$ cat src/rtl/kicu_pkg.sv
`default_nettype none

package kicu_pkg;

   localparam int ROW_W     = 6;
   localparam int COL_W     = 6;
   localparam int VAL_W     = 16;
   localparam int PROD_W    = 32;
   localparam int SUM_W     = 40;
   localparam int POS_W     = 8;   // signed window position, -3 .. 67
   localparam int CSR_W     = 7;
   localparam int CSR_IDX_W = 2;

   localparam logic [1:0] OP_LOAD_COEF  = 2'd0;
   localparam logic [1:0] OP_LOAD_PIXEL = 2'd1;
   localparam logic [1:0] OP_COMPUTE    = 2'd2;

   localparam logic [CSR_IDX_W-1:0] CSR_ROWS   = 2'd0;
   localparam logic [CSR_IDX_W-1:0] CSR_COLS   = 2'd1;
   localparam logic [CSR_IDX_W-1:0] CSR_KERNEL = 2'd2;

   typedef struct packed {
      logic [1:0]              op;
      logic [ROW_W-1:0]        row;
      logic [COL_W-1:0]        col;
      logic signed [VAL_W-1:0] value;
   } req_type;

   typedef struct packed {
      logic signed [SUM_W-1:0] sum;
      logic [ROW_W-1:0]        out_row;
      logic [COL_W-1:0]        out_col;
      logic                    error;
   } rsp_type;

   typedef struct packed {
      logic clear;
      logic valid;
   } mac_ctrl_type;

   typedef struct packed {
      logic pending;
   } mac_stat_type;

endpackage

`default_nettype wire

$ cat src/rtl/kicu_mac.sv
`default_nettype none

// Shared multiply-accumulate unit: one product per cycle, registered before
// it is added into the accumulator.
module kicu_mac (
   input  wire logic                                 clock,
   input  wire logic                                 reset,
   input  wire kicu_pkg::mac_ctrl_type               ctrl,
   input  wire logic signed [kicu_pkg::VAL_W-1:0]    coef,
   input  wire logic signed [kicu_pkg::VAL_W-1:0]    pixel,
   output kicu_pkg::mac_stat_type                    stat,
   output logic signed [kicu_pkg::SUM_W-1:0]         acc
);

   import kicu_pkg::*;

   logic signed [PROD_W-1:0] prod_ff, prod_in;
   logic                     prod_vld_ff;
   logic signed [SUM_W-1:0]  acc_ff, acc_in;

   always_comb begin
      prod_in = PROD_W'(coef) * PROD_W'(pixel);
      acc_in  = acc_ff;
      if (ctrl.clear) begin
         acc_in = '0;
      end else if (prod_vld_ff) begin
         acc_in = acc_ff + SUM_W'(prod_ff);
      end
   end

   always_ff @(posedge clock) begin
      if (reset) begin
         prod_vld_ff <= 1'b0;
      end else begin
         prod_vld_ff <= ctrl.valid;
      end
      prod_ff <= prod_in;
      acc_ff  <= acc_in;
   end

   assign stat.pending = prod_vld_ff;
   assign acc          = acc_ff;

endmodule

`default_nettype wire

$ cat config.mk
export PLATFORM = sky130hd
export DESIGN_NAME = kicu_mac
export DESIGN_NICKNAME = d
export VERILOG_FILES = /design/src/rtl/kicu_pkg.sv /design/src/rtl/kicu_mac.sv
export SDC_FILE = /design/constraint.sdc
export NUM_CORES = 1
export LEC_CHECK = 0
export BUFFER_PORTS_ARGS = -buffer_cell sky130_fd_sc_hd__buf_2
export CAP_MARGIN = 25
export CORE_MARGIN = 2
export CORE_UTILIZATION = 55
export CTS_CLUSTER_DIAMETER = 60
export CTS_CLUSTER_SIZE = 24
export DETAILED_ROUTE_END_ITERATION = 10
export PLACE_DENSITY = 0.73
export SYNTH_ARGS = -nofsm -noshare
export SYNTH_HDL_FRONTEND = slang
export SYNTH_SLANG_ARGS = --single-unit
$ cat constraint.sdc
create_clock -name clock -period 14.3 [get_ports clock]
set_clock_uncertainty 0.05 [all_clocks]
set_input_delay 2.145 -clock clock [delete_from_list [all_inputs] [get_ports clock]]
set_output_delay 2.145 -clock clock [all_outputs]
set_load 0.02 [all_outputs]
Word-level counts from Yosys, hierarchy flattened --
Index checks and enable logic that the tools add are counted.
Storage, ports and cells: flip-flop bits (word level) 73, input bits 36, word-level logic and storage cells 5
Cells by class: $add $sub $neg 1, multipliers 1
Operators with widths (count):
- 40-bit by 32-bit adder with 40-bit output | 1
- 16-bit by 16-bit multiplier with 32-bit output | 1

Longest topological paths before layout --
depth after elaboration 1, gate-level depth with buffers 24

Least setup slack after synthesis --
Ideal clock, no wire load.
path type input-to-reg, start point in coef[15] (netlist name), end point reg prod_ff[31], arrival time 7.572 ns, slack 6.557 ns, cell stages on the path 20, buffers on the path 1, cells stage by stage clkbuf_1 > nand2_1 > inv_1 > fa_1 > fa_1 > fa_1 > fa_1 > fa_1 > inv_1 > fa_1 > inv_1 > ha_1 > nand4_1 > or2_2 > nor2_1 > a32oi_1 > a311oi_1 > a21o_1 > a21oi_1 > xnor2_1
Between the ends: word-level cells in the longest chain between the ends 1
RTL lines:
- from (decl) | line kicu_mac.sv:9 | input wire logic signed [kicu_pkg::VAL_W-1:0] coef,
- 16-bit by 16-bit multiplier with 32-bit output | line kicu_mac.sv:22 | prod_in = PROD_W'(coef) * PROD_W'(pixel);
- net prod_in[31] | line kicu_mac.sv:17 | logic signed [PROD_W-1:0] prod_ff, prod_in;
- to (signal assigned) | line kicu_mac.sv:37 | prod_ff <= prod_in;
- to (decl) | line kicu_mac.sv:17
The timed path passes the listed nets, and every way through them passes these cells. A chain may end at the register's enable or synchronous reset.

Final worst setup path --
start point in pixel[1] (netlist name), end point reg prod_ff[31]
Between the ends: word-level cells in the longest chain between the ends 1
RTL lines:
- from (decl) | line kicu_mac.sv:10 | input wire logic signed [kicu_pkg::VAL_W-1:0] pixel,
- 16-bit by 16-bit multiplier with 32-bit output | line kicu_mac.sv:22
- net prod_in[31] | line kicu_mac.sv:17
The timed path passes the listed nets, and every way through them passes these cells.

==> flow_summary.json <==
{
  "run_status": "complete, no violations",
  "initial_core_util_pct": 55.5,
  "cts.repair_timing.setup_buffer_count": 0,
  "cts_num_sinks": 73,
  "finish.net_count": 1988,
  "fillerInstances": 2170,
  "yosysWarningCount": 0,
  "cts-root-to-sink-buffers": 2,
  "iteration_0_drc_count_of_the_detailed_router": 540,
  "postRouteAntennaNets": 0,
  "end_kind": "flop",
  "diodes": 0,
  "synthesized_area_divided_by_synthesized_cell_count_sq_um": 9.05,
  "cts_tree": "done",
  "grt_pass1_wl_microns": 50400,
  "grt_setup_unrepaired": "false",
  "synth_cell_type_count": 66,
  "hold_viol_final": 0,
  "synth.net_count": 1947,
  "synth_enable_flop_cells": 0,
  "clk_pin_slew_worst_paths_ns": 0.06,
  "hold_path.startpoint": "acc[27]$_SDFFE_PP0P_",
  "final.min_clock_period_ns": 7.82,
  "vias": 10400,
  "maxSlewHeadroom_pct": 44.1,
  "max_cap_viol_count": 0,
  "delay_heaviest_family_cp": "adder cells",
  "critPathLaunchType": "input port",
  "synthToLayoutAreaGrowth_pct": 6.92,
  "drc_markers": 0,
  "timing.critical_path.cells": "buf_2, nand2_1, inv_1, fa_1, fa_1, fa_1, fa_1, fa_1, inv_1, fa_1, inv_1, ha_1, nand4_1, or2_2, nor2_1, a32oi_1, a311oi_1, a21o_1, a21oi_1, xnor2_1",
  "final-max-slew-violation-count": 0,
  "htree_num_levels": 3,
  "cts.repair.resized": 0,
  "min_delay_worst_endpoint": "acc[27]$_SDFFE_PP0P_",
  "netlist_area_sq_um": 13800,
  "share_of_layout_cells_above_drive_strength_1_pct": 7.44,
  "finalSetupTns_ns": 0,
  "routed_wl_microns": 30400,
  "grt_start_max_net_pins": 45,
  "timing.critical_path.arrival_ns": 7.98,
  "design.portCount": 77,
  "worst_hold_slack_ns": 0.427,
  "asr_flop_ratio_synth_pct": 0,
  "worst_slack_ns": 6.48,
  "ff2ff_path_depth": 12,
  "grt_antenna_before_repair": 0,
  "die_x_microns": 163,
  "wl_per_cell_microns": 16.0,
  "finalWeightedCongestion": 0.901,
  "whs_path_depth": 2,
  "pre_cts_setup_slack_ns": 6.15,
  "ys_seq_area_share_pct": 10.6,
  "tritoncts.num_buffers": 9,
  "clock-root-buffer": "clkbuf_16",
  "cts_hold_buf": 0,
  "grt_pass1_vias": 10600,
  "timing.reg2reg.setup_slack_ns": 11.24,
  "grt.total_usage_pct": 23.9,
  "critical_path_class": "input port to flop",
  "timing_worst_slew_pin_value_ns": 0.838,
  "gr-total-overflow": 0,
  "worst_skew_pair.late_latency_ns": 0.34,
  "critPathMostFrequentCell": "fa_1",
  "post-dp-hpwl_microns": 25200,
  "floorplan.core_area_sq_um": 24900,
  "die_area_sq_um": 26400,
  "slowest_cell_on_crit_path": "fa_1",
  "synth_ff_type": "dfxtp_1",
  "route.detailed.vias_per_inst": 5.45,
  "postSynthRegisterBits": 73,
  "syn-instance-count": 1527,
  "capturing_point_of_the_worst_reg2reg_path": "acc[34]$_SDFFE_PP0P_",
  "fmaxAchievable_ghz": 0.128,
  "placement.cell_area_sq_um": 14400,
  "numPortBuffers": 76,
  "cp_slowest_stage_delay_ns": 0.83,
  "row_count": 58,
  "worstHoldPathType": "flop to flop",
  "min_period_over_period_pct": 54.7,
  "crit_path_max_fanout": 16,
  "r2r_start": "acc[0]$_SDFFE_PP0P_",
  "floorplan.die.height_microns": 163,
  "setup_viol_count_final": 0,
  "fin_area_sq_um": 14800,
  "critPathRequiredTime_ns": 14.46,
  "firstDrtPassIters": 5,
  "crit_buf_inv": 4
}
[stage by stage]
| step | util (%) | instances |
|---|---|---|
| 2_1_floorplan | - | 1527 |
| 3_3_place_gp | 58.0 | 1887 |
| 3_5_place_dp | 58.0 | 1887 |
| 4_1_cts | 59.3 | 1903 |
| 5_1_grt | 59.3 | 1903 |
| 6_report | 59.3 | 1903 |
[state kept, by name (all words and copies together) (netlist names)]
register and cells:
stat 1, prod_ff 32, acc 40
[worst min-delay path, stage by stage, from the launching register on]
cell	delay (ns)
dfxtp_1	0.32
nand2_1	0.05
o21ai_0	0.06
[routing by layer]
layer  GRT usage, %  wire [microns]
met5              0               0
met3           1.99            1100
met2           43.6           16100
met1           30.1           12300
met4           7.52             860
[synthesized netlist by cell type, types with 4 or more instances]
cell,count,share of area (%)
dfxtp_1,73,11
o22ai_1,4,0.18
xnor2_1,47,3.0
nand4_1,7,0.32
nand3_1,12,0.43
fa_1,263,38
clkbuf_1,45,1.2
nor3_1,11,0.40
xor2_1,17,1.1
a31oi_1,6,0.27
and2_1,129,5.8
nand2_1,161,4.4
nor2b_1,6,0.27
ha_1,121,11
inv_1,292,7.9
a211o_1,4,0.25
o21a_1,9,0.49
nand2b_1,8,0.36
a21oi_1,61,2.2
and3_1,7,0.32
nor2_1,77,2.1
o211ai_1,4,0.22
or3_1,4,0.18
a21o_1,27,1.5
o21ai_0,32,1.2
o21bai_1,11,0.60
mux2i_1,17,1.2
a211oi_1,11,0.60
[logic make-up after synthesis]
family / count (synthesis) / synth area share [%]
multiplexers: 18 / 1.31
AND/OR/NAND/NOR: 443 / 15.8
AO/OA/AOI/OAI: 204 / 9.93
flip-flops: 73 / 10.6
XOR/XNOR: 64 / 4.06
adder cells (fa/ha/maj): 384 / 49.1
buffers and inverters: 341 / 9.26
[area by class of cell]
type | instances | area (sq um) | share of cell area (%)
repair buffers | 78 | 395 | 2.68
flip-flops and latches | 73 | 1460 | 9.89
clock buffers | 9 | 225 | 1.52
clock inverters | 7 | 103 | 0.695
inverters | 293 | 1100 | 7.44
well taps | 330 | 413 | 2.79
multi-input cells | 1113 | 11100 | 75.0
[layout by cell type (no fill, tap or decap), drive strengths merged, types with 17 or more instances in the layout]
cell and n:
and2 130, o21ai 33, ha 121, dfxtp 73, inv 294, mux2i 17
nand2 161, a21o 28, xor2 17, nor2 77, xnor2 47, buf 78
fa 263, a21oi 62
[worst max path at each step]
stage                     startpoint  cells past startpoint  slack (ns)             endpoint
after detailed placement    pixel[1]                     20        6.15  prod_ff[31]$_DFF_P_
after floorplan             coef[15]                     20        6.56  prod_ff[31]$_DFF_P_
after CTS                   pixel[1]                     20        6.49  prod_ff[31]$_DFF_P_
final                       pixel[1]                     20        6.48  prod_ff[31]$_DFF_P_
after global routing        pixel[1]                     20        6.14  prod_ff[31]$_DFF_P_
after global placement      pixel[1]                     20        6.25  prod_ff[31]$_DFF_P_
Power is left out: the tool's default activity adds up to more than one toggle a clock period on the data nets, which glitch-free logic cannot reach.
